### src/rtl/dhfk_pkg.sv
`default_nettype none
package dhfk_pkg;

    localparam int WORD_WIDTH = 24;
    localparam int ROT_FRAC = WORD_WIDTH - 2;
    localparam int RAD_FRAC = WORD_WIDTH - 4;
    localparam int DEG_FRAC = WORD_WIDTH - 10;

    // Internal angles are Q30 radians; the widest one is about 17 rad plus sign.
    localparam int ANGLE_WIDTH = 37;
    localparam int XY_WIDTH = 34;
    localparam int CORDIC_STEPS = 30;
    localparam int STEP_WIDTH = 5;

    localparam logic signed [ANGLE_WIDTH-1:0] PI_Q30 = 37'sd3373259426;
    localparam logic signed [ANGLE_WIDTH-1:0] TWO_PI_Q30 = 37'sd6746518852;
    localparam logic signed [ANGLE_WIDTH-1:0] HALF_PI_Q30 = 37'sd1686629713;
    localparam logic signed [26:0] DEG2RAD_Q30 = 27'sd18740330;
    localparam logic signed [XY_WIDTH-1:0] CORDIC_GAIN_Q30 = 34'sd652032874;

    typedef struct packed {
        logic signed [WORD_WIDTH-1:0] link_length;
        logic signed [WORD_WIDTH-1:0] link_twist;
        logic signed [WORD_WIDTH-1:0] link_offset;
        logic signed [WORD_WIDTH-1:0] theta_offset;
        logic signed [WORD_WIDTH-1:0] joint_angle;
        logic                         last_link;
    } link_t;

    typedef struct packed {
        logic signed [WORD_WIDTH-1:0] r00;
        logic signed [WORD_WIDTH-1:0] r01;
        logic signed [WORD_WIDTH-1:0] r02;
        logic signed [WORD_WIDTH-1:0] r10;
        logic signed [WORD_WIDTH-1:0] r11;
        logic signed [WORD_WIDTH-1:0] r12;
        logic signed [WORD_WIDTH-1:0] r20;
        logic signed [WORD_WIDTH-1:0] r21;
        logic signed [WORD_WIDTH-1:0] r22;
        logic signed [WORD_WIDTH-1:0] pos_x;
        logic signed [WORD_WIDTH-1:0] pos_y;
        logic signed [WORD_WIDTH-1:0] pos_z;
    } pose_t;

    typedef struct packed {
        logic signed [ANGLE_WIDTH-1:0] joint_q;
        logic signed [ANGLE_WIDTH-1:0] twist_q;
        logic signed [WORD_WIDTH-1:0]  link_length;
        logic signed [WORD_WIDTH-1:0]  link_offset;
        logic                          last_link;
    } link_job_t;

    typedef struct packed {
        logic signed [WORD_WIDTH-1:0] sin;
        logic signed [WORD_WIDTH-1:0] cos;
    } trig_t;

    function automatic logic [30:0] atan_q30(input logic [STEP_WIDTH-1:0] idx);
        case (idx)
            5'd0:  atan_q30 = 31'h3243F6A8;
            5'd1:  atan_q30 = 31'h1DAC6705;
            5'd2:  atan_q30 = 31'h0FADBAFC;
            5'd3:  atan_q30 = 31'h07F56EA6;
            5'd4:  atan_q30 = 31'h03FEAB76;
            5'd5:  atan_q30 = 31'h01FFD55B;
            5'd6:  atan_q30 = 31'h00FFFAAA;
            5'd7:  atan_q30 = 31'h007FFF55;
            5'd8:  atan_q30 = 31'h003FFFEA;
            5'd9:  atan_q30 = 31'h001FFFFD;
            5'd10: atan_q30 = 31'h000FFFFF;
            5'd11: atan_q30 = 31'h0007FFFF;
            5'd12: atan_q30 = 31'h0003FFFF;
            5'd13: atan_q30 = 31'h0001FFFF;
            5'd14: atan_q30 = 31'h0000FFFF;
            5'd15: atan_q30 = 31'h00007FFF;
            5'd16: atan_q30 = 31'h00003FFF;
            5'd17: atan_q30 = 31'h00001FFF;
            5'd18: atan_q30 = 31'h00000FFF;
            5'd19: atan_q30 = 31'h000007FF;
            5'd20: atan_q30 = 31'h000003FF;
            5'd21: atan_q30 = 31'h000001FF;
            5'd22: atan_q30 = 31'h000000FF;
            5'd23: atan_q30 = 31'h0000007F;
            5'd24: atan_q30 = 31'h0000003F;
            5'd25: atan_q30 = 31'h0000001F;
            5'd26: atan_q30 = 31'h0000000F;
            5'd27: atan_q30 = 31'h00000008;
            5'd28: atan_q30 = 31'h00000004;
            5'd29: atan_q30 = 31'h00000002;
            default: atan_q30 = 31'h0;
        endcase
    endfunction

endpackage
`default_nettype wire

### src/rtl/dhfk_if.sv
`default_nettype none
interface dhfk_link_if;
    logic                valid;
    logic                ready;
    dhfk_pkg::link_t     data;
    modport source (output valid, output data, input ready);
    modport sink (input valid, input data, output ready);
endinterface

`default_nettype wire

### src/rtl/dhfk_front.sv
`default_nettype none
module dhfk_front (
    input  wire logic           clk,
    input  wire logic           rst_n,
    dhfk_link_if.sink           link_in,
    output logic                push,
    output dhfk_pkg::link_job_t push_data,
    input  wire logic           full
);

    localparam int W = dhfk_pkg::WORD_WIDTH;
    localparam int AW = dhfk_pkg::ANGLE_WIDTH;
    localparam int PW = W + 27;
    localparam int RAD_SHIFT = 30 - dhfk_pkg::RAD_FRAC;
    localparam logic signed [PW-1:0] DEG_HALF = PW'(1) <<< (dhfk_pkg::DEG_FRAC - 1);

    logic            stage_valid_reg;
    dhfk_pkg::link_t stage_reg;
    logic            accept;

    logic signed [PW-1:0] deg_prod;
    logic signed [PW-1:0] deg_round;

    assign accept       = link_in.valid && link_in.ready;
    assign push         = stage_valid_reg && !full;
    assign link_in.ready = !stage_valid_reg || !full;

    // Degrees to Q30 radians, then the theta offset widened to Q30.
    always_comb
    begin
        deg_prod  = PW'(stage_reg.joint_angle) * PW'(dhfk_pkg::DEG2RAD_Q30);
        deg_round = (deg_prod + DEG_HALF) >>> dhfk_pkg::DEG_FRAC;
        push_data.joint_q = AW'(deg_round)
                          + (AW'(stage_reg.theta_offset) <<< RAD_SHIFT);
        push_data.twist_q = AW'(stage_reg.link_twist) <<< RAD_SHIFT;
        push_data.link_length = stage_reg.link_length;
        push_data.link_offset = stage_reg.link_offset;
        push_data.last_link   = stage_reg.last_link;
    end

    always_ff @(posedge clk or negedge rst_n)
    begin
        if (!rst_n)
            stage_valid_reg <= 1'b0;
        else if (accept)
            stage_valid_reg <= 1'b1;
        else if (push)
            stage_valid_reg <= 1'b0;
    end

    always_ff @(posedge clk)
    begin
        if (accept)
            stage_reg <= link_in.data;
    end

endmodule
`default_nettype wire

### src/flat_wrapper.sv
// flat-port wrapper written by rule: the top's interface ports become plain ports
module dhfk_front_flat 
  (clk, rst_n, push, push_data, full, link_in_valid, link_in_data, link_in_ready);
  dhfk_link_if link_in_i ();
  input  wire logic clk;
  input  wire logic rst_n;
  output logic push;
  output dhfk_pkg::link_job_t push_data;
  input  wire logic full;
  input wire logic [$bits(link_in_i.valid)-1:0] link_in_valid;
  input wire logic [$bits(link_in_i.data)-1:0] link_in_data;
  output wire logic [$bits(link_in_i.ready)-1:0] link_in_ready;
  assign link_in_i.valid = link_in_valid;
  assign link_in_i.data = link_in_data;
  assign link_in_ready = link_in_i.ready;
  dhfk_front u_core (.clk(clk), .rst_n(rst_n), .link_in(link_in_i), .push(push), .push_data(push_data), .full(full));
endmodule
### config.mk
export PLATFORM = sky130hd
export DESIGN_NAME = dhfk_front_flat
export DESIGN_NICKNAME = d
export VERILOG_FILES = /design/src/rtl/dhfk_pkg.sv /design/src/rtl/dhfk_if.sv /design/src/rtl/dhfk_front.sv /design/src/flat_wrapper.sv
export SDC_FILE = /design/constraint.sdc
export NUM_CORES = 1
export LEC_CHECK = 0
export BUFFER_PORTS_ARGS = -buffer_cell sky130_fd_sc_hd__buf_2
export CAP_MARGIN = 25
export CORE_MARGIN = 5
export CORE_UTILIZATION = 54
export DETAILED_ROUTE_END_ITERATION = 10
export GPL_ROUTABILITY_DRIVEN = 0
export GPL_TIMING_DRIVEN = 0
export PLACE_DENSITY = 0.87
export SLEW_MARGIN = 0
export SYNTH_ARGS = -nofsm -noshare
export SYNTH_HDL_FRONTEND = slang
export SYNTH_SLANG_ARGS = --single-unit
### constraint.sdc
create_clock -name clk -period 11.1 [get_ports clk]
set_input_delay 1.11 -clock clk [delete_from_list [all_inputs] [get_ports clk]]
set_output_delay 1.11 -clock clk [all_outputs]
set_load 0.01 [all_outputs]
# Word level (Yosys, flattened, before mapping)
# Cells that the tools add are included.
[word_totals]
wordCells = 18
out_inout_bits = 125
in_bits = 125
reg_bits = 122
[classes]
reduce_logical = 6
mul = 1
n_mux = 2
n_addsub = 2
[op_table]
columns = ["op", "count"]
rows = [
  ["$add 51x15->51 const B", 1],
  ["$mul 24x25->49 const B", 1],
  ["$add 37x34->37", 1],
  ["$logic_and 1x1->1", 2],
  ["$logic_not 1->1", 2],
  ["$mux 1", 2],
  ["$reduce_bool 2->1", 1],
  ["$logic_or 1x1->1", 1],
]

# Longest topological paths before layout
[logic_depth]
word_depth = 4
depth_mapped = 41

# Worst setup path before layout
# OpenSTA, ideal clock, no wires.
[synth_timing]
path_kind = "flip-flop to output port"
from = "register u_core.stage_reg[14] in the netlist's numbering"
to = "output push_data[122] in the netlist's numbering"
arrival_ns = 9.453
path_stages_with_launch = 39
path_buffers = 2
required_time_ns = 9.990
slack_ns = 0.537
cell_sequence = "edfxtp_1 fa_1 inv_1 fa_1 inv_1 fa_1 fa_1 fa_1 fa_1 inv_1 fa_1 inv_1 ha_1 clkbuf_1 and2_1 and3_1 a221oi_1 inv_1 (+3 left out) or4b_1 buf_2 or2_1 o21a_1 a211oi_1 xnor2_1 ha_1 nand3_1 o21ai_0 nor3_1 o21ai_0 a2bb2oi_1 a21boi_0 nor2_1 o21ai_0 a41o_1 o41ai_1 xnor2_1"
[synth_lines]
columns = ["element", "line", "rtl"]
rows = [
  ["start, declared", "dhfk_front.sv:18", "dhfk_pkg::link_t stage_reg;"],
  ["start signal, assigned", "dhfk_front.sv:54", "stage_reg <= link_in.data;"],
  ["end, declared", "flat_wrapper.sv:8", "output dhfk_pkg::link_job_t push_data;"],
]

==> impl_metrics.json <==
{
  "avgSynthCellArea_um2": 10.4,
  "synthArstFlopShare": 0.00820,
  "rsz0062_at_grt": "true",
  "ys.flop_type": "edfxtp_1",
  "grt_pass1_vias": 15100,
  "fillCellCount": 1972,
  "grt_overflow_total": 0,
  "maxSlewHeadroom": 0.477,
  "ant_nets": 0,
  "fin_crit_sh": 1.06,
  "ys_seq_area_frac": 0.214,
  "violations": "setup timing",
  "ys_warn_count": 0,
  "drv_cap": 0,
  "core-area_um2": 31400,
  "cp_max_fo": 6,
  "die_width_um": 188,
  "hold_path_class": "input port to asynchronous set/reset pin",
  "htreeDepth": 4,
  "vias": 14600,
  "cts_buffer_depth": 2,
  "cp-end-kind": "primary output",
  "ys_top_cells_by_count": "365 x inv_1, 284 x ha_1, 213 x fa_1",
  "reg2reg_depth": 3,
  "initial_core_util": 0.545,
  "wirelength_um": 55800,
  "synth.most_common_cell": "inv_1",
  "worst_pin_slew_ns": 0.785,
  "clock-sinks": 122,
  "cp_common_cell": "buf_4",
  "largest_reg_flops": 73,
  "cp.required_ns": 9.99,
  "dp_hpwl_um": 37400,
  "fmax_mhz": 84.7,
  "cts_root_buf": "clkbuf_16",
  "grt_max_degree": 66,
  "ys_ff_latch": 122,
  "worst_slack_ns": -0.705,
  "cts_tree": "yes",
  "cp_slowest_stage_delay_ns": 0.69,
  "grt_use_total": 0.281,
  "wire_per_inst_um": 22.8,
  "yosys.area.top_type_share": 0.249,
  "via_per_inst": 5.98,
  "fin_crit_ns": 11.81,
  "port_buffers": 239,
  "cts_buffers": 17,
  "syn_to_final_growth_pct": 24.3,
  "drt-pass1-iter-count": 8,
  "die_area_um2": 35400,
  "hold_violations": 0,
  "grt_pass1_wl_um": 78500,
  "clkTransAtPathRegs_ns": 0.06,
  "synthCells": 1645,
  "regToRegSetupSlack_ns": 9.20,
  "reg2reg_from": "u_core.stage_valid_reg",
  "drive_gt1_frac": 0.318,
  "arrival_ns": 10.70,
  "clock_latency_ns": 0.44,
  "chipHeight_um": 188,
  "synth_edf_count": 121,
  "io_pins": 250,
  "setup_viol": 11,
  "timing.rr.end": "u_core.stage_reg[8]",
  "holdBufCountCts": 0,
  "slew_violations": 0,
  "yosysTopAreaCell": "fa_1",
  "drt_iter0_drc": 1298,
  "final_nets": 2650,
  "critPathLaunchType": "flip-flop",
  "drc": 0,
  "setup.worst_path.class": "flip-flop to primary output",
  "antenna_found_initial": 1,
  "dpl_worst_slack_ns": -0.870,
  "yosys-top-cells-area": "fa_1 25%, edfxtp_1 21%, ha_1 21%",
  "num_rows": 65,
  "synth_cell_types": 77,
  "syn_area_um2": 17100,
  "cp_slowest_cell": "fa_2",
  "skew_ns": 0.00813,
  "status": "finished, violations left"
}
==> final cells by class <==
| type | instances | area [um2] | share of cell area |
|---|---|---|---|
| inverter | 365 | 1370 | 0.0644 |
| antenna | 1 | 2.50 | 0.000118 |
| clock buffer | 20 | 447 | 0.0210 |
| timing repair buffer | 361 | 2170 | 0.102 |
| multi-input combinational | 1058 | 12200 | 0.574 |
| buffer | 103 | 747 | 0.0351 |
| tap | 402 | 503 | 0.0236 |
| clock inverter | 12 | 174 | 0.00817 |
| sequential | 122 | 3660 | 0.172 |
==> worst max path at each step <==
stage	from	endpoint	cells after the start
after floorplan	u_core.stage_reg[14]	push_data[122]	38
after global placement	u_core.stage_reg[14]	push_data[122]	39
after detailed placement	u_core.stage_reg[14]	push_data[122]	39
after CTS	u_core.stage_reg[2]	push_data[122]	39
after global routing	u_core.stage_reg[6]	push_data[117]	37
final	u_core.stage_reg[6]	push_data[117]	37
==> cell families after synthesis <==
group	count (synthesis)	synth area share
AO/OA/AOI/OAI	207	0.0830
XOR/XNOR	91	0.0470
adder cells (fa/ha/maj)	497	0.457
buffers and inverters	474	0.124
flip-flops	122	0.214
multiplexers	1	0.000585
other	1	0.000219
AND/OR/NAND/NOR	252	0.0751
==> placed cells by master, fill, tap and decap left out, types with 14 or more instances in the layout <==
cell       count
buf_4        197
fa_1         195
a21oi_2       14
inv_2         14
o21ai_0       20
buf_2        244
edfxtp_1     121
nand2_1       58
xnor2_1       52
a21oi_1       36
nor3_1        18
nor2_1        50
nand4_1       17
fa_2          18
clkbuf_16     17
a21o_1        28
inv_1        351
nand3_1       23
ha_1         266
xor2_1        28
==> critical path, delay by kind of cell, from the launching register on <==
kind                       cells  cell delay (ns)
AOI/OAI and AO/OA              7             1.70
xor gates and xnor gates       3             0.70
adders and majority gates      9             4.34
buffers and inverters         11             1.35
DFF                            1             0.48
and+or+nand+nor                7             1.69
==> stage by stage <==
step	area (um2)	hold WS [ns]	cells	util	TNS, ns
global route	21300	0.436	2444	0.678	-5.46
floorplan	17200	0.535	1654	-	0
detailed placement	18900	0.532	2296	0.602	-3.29
finish	21300	0.438	2444	0.678	-3.68
CTS	20300	0.436	2393	0.646	-0.386
global placement	18900	0.495	2295	0.601	-1.46
==> layer usage <==
metal	routed length [um]	GRT usage	part of all wire	vias to the layer above
met5	0	0	0	-
met4	5220	0.185	0.094	0
met3	5110	0.0668	0.092	463
met2	27300	0.501	0.49	1137
met1	18100	0.295	0.33	6920
li1	-	-	-	6086
==> repair_timing <==
action / CTS / global route
gates cloned: 0 / 0
gates resized for setup: 71 / 146
endpoints found under the setup margin: 15 / 13
setup buffers: 69 / 52
pin swaps: 70 / 104
Power is left out: the tool's default activity adds up to more than one toggle a clock period on the data nets, which glitch-free logic cannot reach.
