`src/rtl/dhfk_pkg.sv`:
```
`default_nettype none
package dhfk_pkg;

    localparam int WORD_WIDTH = 24;
    localparam int ROT_FRAC = WORD_WIDTH - 2;
    localparam int RAD_FRAC = WORD_WIDTH - 4;
    localparam int DEG_FRAC = WORD_WIDTH - 10;

    // Internal angles are Q30 radians; the widest one is about 17 rad plus sign.
    localparam int ANGLE_WIDTH = 37;
    localparam int XY_WIDTH = 34;
    localparam int CORDIC_STEPS = 30;
    localparam int STEP_WIDTH = 5;

    localparam logic signed [ANGLE_WIDTH-1:0] PI_Q30 = 37'sd3373259426;
    localparam logic signed [ANGLE_WIDTH-1:0] TWO_PI_Q30 = 37'sd6746518852;
    localparam logic signed [ANGLE_WIDTH-1:0] HALF_PI_Q30 = 37'sd1686629713;
    localparam logic signed [26:0] DEG2RAD_Q30 = 27'sd18740330;
    localparam logic signed [XY_WIDTH-1:0] CORDIC_GAIN_Q30 = 34'sd652032874;

    typedef struct packed {
        logic signed [WORD_WIDTH-1:0] link_length;
        logic signed [WORD_WIDTH-1:0] link_twist;
        logic signed [WORD_WIDTH-1:0] link_offset;
        logic signed [WORD_WIDTH-1:0] theta_offset;
        logic signed [WORD_WIDTH-1:0] joint_angle;
        logic                         last_link;
    } link_t;

    typedef struct packed {
        logic signed [WORD_WIDTH-1:0] r00;
        logic signed [WORD_WIDTH-1:0] r01;
        logic signed [WORD_WIDTH-1:0] r02;
        logic signed [WORD_WIDTH-1:0] r10;
        logic signed [WORD_WIDTH-1:0] r11;
        logic signed [WORD_WIDTH-1:0] r12;
        logic signed [WORD_WIDTH-1:0] r20;
        logic signed [WORD_WIDTH-1:0] r21;
        logic signed [WORD_WIDTH-1:0] r22;
        logic signed [WORD_WIDTH-1:0] pos_x;
        logic signed [WORD_WIDTH-1:0] pos_y;
        logic signed [WORD_WIDTH-1:0] pos_z;
    } pose_t;

    typedef struct packed {
        logic signed [ANGLE_WIDTH-1:0] joint_q;
        logic signed [ANGLE_WIDTH-1:0] twist_q;
        logic signed [WORD_WIDTH-1:0]  link_length;
        logic signed [WORD_WIDTH-1:0]  link_offset;
        logic                          last_link;
    } link_job_t;

    typedef struct packed {
        logic signed [WORD_WIDTH-1:0] sin;
        logic signed [WORD_WIDTH-1:0] cos;
    } trig_t;

    function automatic logic [30:0] atan_q30(input logic [STEP_WIDTH-1:0] idx);
        case (idx)
            5'd0:  atan_q30 = 31'h3243F6A8;
            5'd1:  atan_q30 = 31'h1DAC6705;
            5'd2:  atan_q30 = 31'h0FADBAFC;
            5'd3:  atan_q30 = 31'h07F56EA6;
            5'd4:  atan_q30 = 31'h03FEAB76;
            5'd5:  atan_q30 = 31'h01FFD55B;
            5'd6:  atan_q30 = 31'h00FFFAAA;
            5'd7:  atan_q30 = 31'h007FFF55;
            5'd8:  atan_q30 = 31'h003FFFEA;
            5'd9:  atan_q30 = 31'h001FFFFD;
            5'd10: atan_q30 = 31'h000FFFFF;
            5'd11: atan_q30 = 31'h0007FFFF;
            5'd12: atan_q30 = 31'h0003FFFF;
            5'd13: atan_q30 = 31'h0001FFFF;
            5'd14: atan_q30 = 31'h0000FFFF;
            5'd15: atan_q30 = 31'h00007FFF;
            5'd16: atan_q30 = 31'h00003FFF;
            5'd17: atan_q30 = 31'h00001FFF;
            5'd18: atan_q30 = 31'h00000FFF;
            5'd19: atan_q30 = 31'h000007FF;
            5'd20: atan_q30 = 31'h000003FF;
            5'd21: atan_q30 = 31'h000001FF;
            5'd22: atan_q30 = 31'h000000FF;
            5'd23: atan_q30 = 31'h0000007F;
            5'd24: atan_q30 = 31'h0000003F;
            5'd25: atan_q30 = 31'h0000001F;
            5'd26: atan_q30 = 31'h0000000F;
            5'd27: atan_q30 = 31'h00000008;
            5'd28: atan_q30 = 31'h00000004;
            5'd29: atan_q30 = 31'h00000002;
            default: atan_q30 = 31'h0;
        endcase
    endfunction

endpackage
`default_nettype wire

```
`src/rtl/dhfk_fifo.sv`:
```
`default_nettype none
module dhfk_fifo (
    input  wire logic                clk,
    input  wire logic                rst_n,
    input  wire logic                push,
    input  wire dhfk_pkg::link_job_t push_data,
    input  wire logic                pop,
    output dhfk_pkg::link_job_t      pop_data,
    output logic                     full,
    output logic                     empty
);

    logic [1:0]          count_reg;
    logic                wr_ptr_reg;
    logic                rd_ptr_reg;
    dhfk_pkg::link_job_t mem_reg [2];

    assign full     = (count_reg == 2'd2);
    assign empty    = (count_reg == 2'd0);
    assign pop_data = mem_reg[rd_ptr_reg];

    always_ff @(posedge clk or negedge rst_n)
    begin
        if (!rst_n)
        begin
            count_reg  <= 2'd0;
            wr_ptr_reg <= 1'b0;
            rd_ptr_reg <= 1'b0;
        end
        else
        begin
            if (push)
                wr_ptr_reg <= ~wr_ptr_reg;
            if (pop)
                rd_ptr_reg <= ~rd_ptr_reg;
            if (push && !pop)
                count_reg <= count_reg + 2'd1;
            else if (pop && !push)
                count_reg <= count_reg - 2'd1;
        end
    end

    always_ff @(posedge clk)
    begin
        if (push)
            mem_reg[wr_ptr_reg] <= push_data;
    end

endmodule
`default_nettype wire

```
`config.mk`:
```
export PLATFORM = sky130hd
export DESIGN_NAME = dhfk_fifo
export DESIGN_NICKNAME = d
export VERILOG_FILES = /design/src/rtl/dhfk_pkg.sv /design/src/rtl/dhfk_fifo.sv
export SDC_FILE = /design/constraint.sdc
export NUM_CORES = 1
export LEC_CHECK = 0
export BUFFER_PORTS_ARGS = -buffer_cell sky130_fd_sc_hd__buf_4
export CORE_MARGIN = 2
export CORE_UTILIZATION = 50
export CTS_BUF_LIST = sky130_fd_sc_hd__clkbuf_4 sky130_fd_sc_hd__clkbuf_8
export DETAILED_ROUTE_END_ITERATION = 16
export GPL_TIMING_DRIVEN = 1
export PLACE_DENSITY = 0.89
export SYNTH_ARGS = -nofsm -noshare
export SYNTH_HDL_FRONTEND = slang
export SYNTH_SLANG_ARGS = --single-unit
export TNS_END_PERCENT = 10
```
`constraint.sdc`:
```
create_clock -name clk -period 7.4 [get_ports clk]
set_input_delay 0.37 -clock clk [delete_from_list [all_inputs] [get_ports clk]]
set_output_delay 0.37 -clock clk [all_outputs]
set_load 0.02 [all_outputs]
```
== Yosys cells after proc, flatten, opt, wreduce, memory -nomap -nowiden ==
Memory sizes are Yosys's and may differ from the RTL's.
Index checks and enable logic that the tools add are counted.
Widths: inputs -> output; s select.
Storage, ports and cells
  flip-flop bits (word level): 4
  memory bits (writable): 246
  input port bits: 127
  output and inout port bits: 125
  logic and storage cells: 19
  memories kept: 1
Memories
  mem_reg: words 2, bits a word 123, rd ports 1, clocked after memory_dff 0, write ports 1, RTL line dhfk_fifo.sv:16  | dhfk_pkg::link_job_t mem_reg [2];
Cells by class
  add/sub/neg operators: 2
  equal/unequal tests: 1
  multiplexer cells: 4
  bitwise logic cells: 2
  reductions and logical operators: 6
Operator list (number)
  $mux 2: 2
  $add 2x1->2 const B: 1
  $eq 2x2->1 const B: 1
  $logic_and 1x1->1: 2
  $logic_not 1->1: 2
  $logic_not 2->1: 1
  $mux 1: 2
  $not 1->1: 2
  $reduce_bool 2->1: 1
  $sub 2x1->2 const B: 1

== Logic depth before layout (Yosys ltp) ==
Gate-level depths: netlist of run 1.
  word-level depth: 4
  depth in mapped cells: 5
  gate-level depth less buffers: 5

== Worst setup path after synthesis of run 1 ==
OpenSTA, ideal clock, no wires.
  path type: flip-flop to flip-flop
  from: register wr_ptr_reg
  to: memory mem_reg[0][0] in the netlist's numbering (enable)
  library setup time: 0.621 ns
  data arrival time: 5.839 ns
  data required time: 6.779 ns
  setup slack: 0.940 ns
  cell stages (with the launch flop): 2
  path buffers: 0
  clock period less this slack: 6.460 ns
  cell sequence: dfrtp_1 -> nor2b_1
RTL lines
  start, declared: RTL line dhfk_fifo.sv:14  | logic wr_ptr_reg;
  start signal, assigned: RTL line dhfk_fifo.sv:33  | wr_ptr_reg <= ~wr_ptr_reg;
  end, declared: RTL line dhfk_fifo.sv:16
Straight into the memory's write port.

==> impl_metrics.tcl, run 1 <==
set metrics [dict create \
    status "complete, no violations" \
    synth_seq_cells 250 \
    power.net_switching_mw 1.47 \
    cp-start-kind "flip-flop" \
    yosysSeqAreaShare 0.805 \
    detail_route.iter0.violations 173 \
    worstPathRequired_ns 7.03 \
    grt.busiest_layer "met2" \
    use_met3 0.0636 \
    maxCapViolations 0 \
    final_common_cell "buf_4" \
    cts_setup_buffers 0 \
    p_int_mw 3.29 \
    netlist_instances 399 \
    layout_common_cells "255 x buf_4, 246 x edfxtp_1, 63 x mux2_2" \
    grt_max_degree 75 \
    power_frac_clock 0.227 \
    area_growth_pct 30.6 \
    finalSetupTns_ns 0 \
    utilization 0.672 \
    min_period_ns 3.55 \
    fin_skew_ns 0.0128 \
    max_freq_ghz 0.282 \
    drv_slew 0 \
    endpoint_kind "output port" \
    grtUsageMet2 0.288 \
    setup_slack_ns 3.85 \
    grt_usage 0.170 \
    cts.clk_slew.worst_paths_ns 0.07 \
    wl_per_cell_um 18.7 \
    chipHeight_um 140 \
    synth_warnings 0 \
    routabilityCongestion 0.757 \
    cts.sinks 250 \
    die_w_um 140 \
    tightest_slew_ns 1.15 \
    cts.htree.levels 2 \
    p_sw_frac 0.309 \
    period_share 0.479 \
    syn_nets 527 \
    ir_drop_mv 0.251 \
    largest_register_ff_count 246 \
    ys_types 13 \
    place_area_um2 11400 \
    dieArea_um2 19700 \
    root_buffer "clkbuf_8" \
    clock_latency_ns 0.50 \
    path_max_fanout 70 \
    insertedDiodeCount 0 \
    combPwrFrac 0.349 \
    met1_usage 0.197 \
    cts_buffers 40 \
    rsz0062_at_grt "no" \
    dpl.cell_count 869 \
    cts_resized 0 \
    crit_type "flip-flop to output port" \
    whs_ns 0.0432 \
    antenna_found_initial 0 \
    seqPwrFrac 0.424 \
    rows 49 \
    finalNetCount 811 \
    worstPathArrival_ns 3.18 \
    syn-cell-area_um2 9300 \
    dr.pass1.iters 4 \
    dp_hpwl_mm 11.7 \
    layout-drive-gt1-share 0.622 \
    postCtsHoldBufs 1 \
    portBuffers 251 \
    cts_tree "built" \
    vias 4735 \
    powerDensity_nw_per_um2 392 \
    grt_pass1_wl_mm 25.9 \
    power_mw 4.76 \
    fin_cells 941 \
    slew-limit-headroom 0.233 \
    overflow 0 \
    routed_wl_mm 17.6 \
    via_per_inst 5.03 \
    final_hold_viol_count 0 \
    coreArea_um2 18100 \
    nFillCells 1162 \
    final-setup-viol-count 0 \
    place_ws_ns 4.39 \
    grt_pass1_vias 4956 \
    avgSynthCellArea_um2 23.3 \
    drc 0 \
    final_antenna_net_count 0 \
    ios 252 \
    design_area_um2 12200 \
    cts_buffer_depth 3 \
    initial_utilization 0.514 \
    power.leakage_nw 4.78 \
    hold_path_class "input port to flip-flop" \
]
-- worst paths after layout --
path / startpoint / to / slack [ns] / cells after the start
max in group asynchronous: rst_n / rd_ptr_reg / 7.08 / 2
min in group asynchronous: rst_n / count_reg[1] / 0.21 / 2
worst min-delay path: push_data[29] / mem_reg[1][29] / 0.04 / 1
worst max-delay path: rd_ptr_reg / pop_data[109] / 3.85 / 3
worst min register to register: count_reg[1] / count_reg[1] / 0.49 / 1
worst max register to register: wr_ptr_reg / mem_reg[0][114] / 4.97 / 3
-- routing by layer --
metal	routed length, um	vias up	share of wire
li1	-	2161	-
met1	6640	2305	0.38
met2	8860	225	0.50
met3	1570	44	0.089
met4	565	0	0.032
met5	0	-	0
-- kinds of logic (layout without fill, tap and decap cells) --
| family | Yosys count | count (layout) | share of synthesized area |
|---|---|---|---|
| mux | 123 | 123 | 0.173 |
| flops | 250 | 250 | 0.805 |
| fa+ha+maj | 1 | 1 | 0.00134 |
| simple gates | 5 | 5 | 0.00282 |
| buf+inv | 15 | 328 | 0.0133 |
| xor+xnor | 5 | 5 | 0.00471 |
-- Yosys cell counts --
cell / count / share of area
buf_6: 8 / 0.0097
inv_1: 1 / 0.00040
ha_1: 1 / 0.0013
nor2b_1: 2 / 0.0013
edfxtp_1: 246 / 0.79
buf_2: 6 / 0.0032
mux2_2: 63 / 0.076
nor2_1: 2 / 0.00081
xnor2_1: 1 / 0.00094
and2_1: 1 / 0.00067
mux2_4: 60 / 0.097
dfrtp_1: 4 / 0.011
xor2_1: 4 / 0.0038
-- layout make-up --
cell class                 instances  area, um2  share of cell area
sequential                       250       7490               0.616
timing repair buffer             256       1920               0.158
multi-input combinational        134       1700               0.140
clock inverter                    13       53.8             0.00443
inverter                           1       3.75            0.000309
clock buffer                      58        692              0.0569
tap                              229        287              0.0236
-- critical path, cell delays in order (launching register included) --
cell	delay, ns
dfrtp_4	0.96
buf_4	0.94
mux2_2	0.44
buf_4	0.16
-- power by group through the flow --
stage,clock [mW],sequential (mW),combinational (mW)
after global placement,0,2.03,1.64
after floorplan,0,2.00,1.14
after global routing,1.17,2.05,1.74
after detailed placement,0,2.05,1.67
after CTS,1.11,2.03,1.68
final,1.08,2.02,1.66
(Power assumes the default switching activity.)
==> run 2: changes to the inputs <==
CORE_UTILIZATION = 49   (was 50)
PLACE_DENSITY = 0.9   (was 0.89)
clock period = 2.93 ns   (was 7.4 ns; I/O delays follow)
==> run 2 against run 1 <==
  * Register-to-register slack got worse by 3.8 ns
  * Highest routed layer unchanged
  * Clock-buffer cell count is 3 lower
  * Setup slack got worse by 3.2 ns
  * Cell count is 14% higher
  * Design area is 11% higher
  * Combinational power rose to 2.8 times the previous value
==> impl_metrics.tcl, run 2 (synthesis gave the netlist of run 1 again) <==
set metrics [dict create \
    die_w_um 142 \
    largest_register_ff_count 246 \
    worstPathArrival_ns 2.18 \
    hold_depth 2 \
    cts_setup_buffers 0 \
    tightest_slew_ns 0.738 \
    via_per_inst 4.94 \
    cp.depth 3 \
    ir_drop_mv 0.750 \
    min_period_ns 2.33 \
    rsz0062_at_grt "no" \
    cts_buffer_depth 3 \
    ios 252 \
    portBuffers 251 \
    antenna_found_initial 1 \
    dp_hpwl_mm 12.1 \
    slew-limit-headroom 0.508 \
    cp_slowest_stage_delay_ns 0.76 \
    cts.sinks 250 \
    dieArea_um2 20100 \
    cp_cell_sequence "buf_12, mux2_2, buf_4" \
    cp-start-kind "flip-flop" \
    max_freq_ghz 0.430 \
    powerDensity_nw_per_um2 918 \
    final_hold_viol_count 0 \
    cts.htree.levels 2 \
    maxCapViolations 0 \
    chipHeight_um 142 \
    setup_slack_ns 0.603 \
    endpoint_kind "output port" \
    status "complete, no violations" \
    hold_path_class "input port to flip-flop" \
    clock_latency_ns 0.51 \
    worstSetupStartpoint "rd_ptr_reg" \
    final_antenna_net_count 0 \
    cp-endpoint "pop_data[30]" \
    routed_wl_mm 21.6 \
    drv_slew 0 \
    cpLargestDelayFamily "flip-flops" \
    routabilityCongestion 0.731 \
    r2r_end "mem_reg[1][31]" \
    worstPathRequired_ns 2.78 \
    cp_num_buf_inv 2 \
    vias 5317 \
    power.leakage_nw 5.34 \
    finalNetCount 941 \
    wl_per_cell_um 20.1 \
    fin_skew_ns 0.0115 \
    grt_max_degree 124 \
    layout_common_cells "252 x buf_4, 246 x edfxtp_1, 127 x dlygate4sd3_1" \
    design_area_um2 13500 \
    initial_utilization 0.499 \
    dr.pass1.iters 6 \
    coreArea_um2 18600 \
    ff2ff_setup_slack_ns 1.17 \
    grt_pass1_vias 5927 \
    whs_ns 0.345 \
    final-setup-viol-count 0 \
    cts_buffers 41 \
    final_common_cell "buf_4" \
    place_area_um2 11500 \
    worstRegToRegCells 2 \
    period_share 0.794 \
    cp_slowest_cell "dfrtp_4" \
    cts.clk_slew.worst_paths_ns 0.06 \
    place_ws_ns 1.15 \
    power_mw 12.4 \
    grt_usage 0.209 \
    grt_pass1_wl_mm 31.8 \
    drc 0 \
    area_growth_pct 45.4 \
    cts_tree "built" \
    r2r-start "wr_ptr_reg" \
    overflow 0 \
    path_max_fanout 35 \
    detail_route.iter0.violations 225 \
    finalSetupTns_ns 0 \
    rows 50 \
    crit_type "flip-flop to output port" \
    layout-drive-gt1-share 0.528 \
    root_buffer "clkbuf_8" \
]
run 2: cell types whose count changed in the layout (fill, tap and decap cells not counted), moves of 2 or more:
cell,before,now
clkbuf_4,17,12
clkinv_1,9,11
buf_4,255,252
dlygate4sd3_1,1,127
clkbuf_8,41,43
buf_12,0,6
run 2: worst min path at each step:
stage / start / endpoint / slack (ns)
6_report: push_data[114] / mem_reg[0][114] / 0.34
5_1_grt: push_data[90] / mem_reg[0][90] / 0.33
4_1_cts: push_data[114] / mem_reg[0][114] / 0.32
3_5_place_dp: rst_n / count_reg[0] / -0.05
3_3_place_gp: rst_n / count_reg[1] / -0.06
2_1_floorplan: rst_n / count_reg[0] / -0.15
run 2: repair_timing:
action / in CTS / in global routing
hold buffers: 127 / 0
resized for setup: 0 / 0
endpoints found under the setup margin: 0 / 0
endpoints found under the hold margin: 253 / 0
run 2: layer usage:
layer | GRT usage | vias to the layer above | wire length [um]
met1 | 0.222 | 2632 | 7910
met2 | 0.400 | 216 | 12000
met5 | 0 | - | 0
met3 | 0.0452 | 54 | 1120
met4 | 0.0863 | 0 | 618
li1 | - | 2415 | -
run 2: per-stage QoR:
| step | std cells | util |
|---|---|---|
| after floorplan | 399 | - |
| after global placement | 877 | 0.617 |
| after detailed placement | 877 | 0.617 |
| after CTS | 1075 | 0.725 |
| after global routing | 1076 | 0.726 |
| final | 1076 | 0.726 |
run 2: cell type report:
class | instances | area (um2)
flip-flops and latches | 250 | 7490
fillers | 1035 | 5120
repair buffers | 385 | 3280
multi-input cells | 134 | 1700
clock buffers | 55 | 682
well taps | 234 | 293
clock inverters | 16 | 68.8
inverters | 1 | 3.75
diodes | 1 | 2.50
run 2: report_power, final:
part / total [mW] / switching, mW / internal (mW)
combinational: 4.59 / 2.36 / 2.23
clock: 2.78 / 1.28 / 1.50
sequential: 5.05 / 0.298 / 4.76
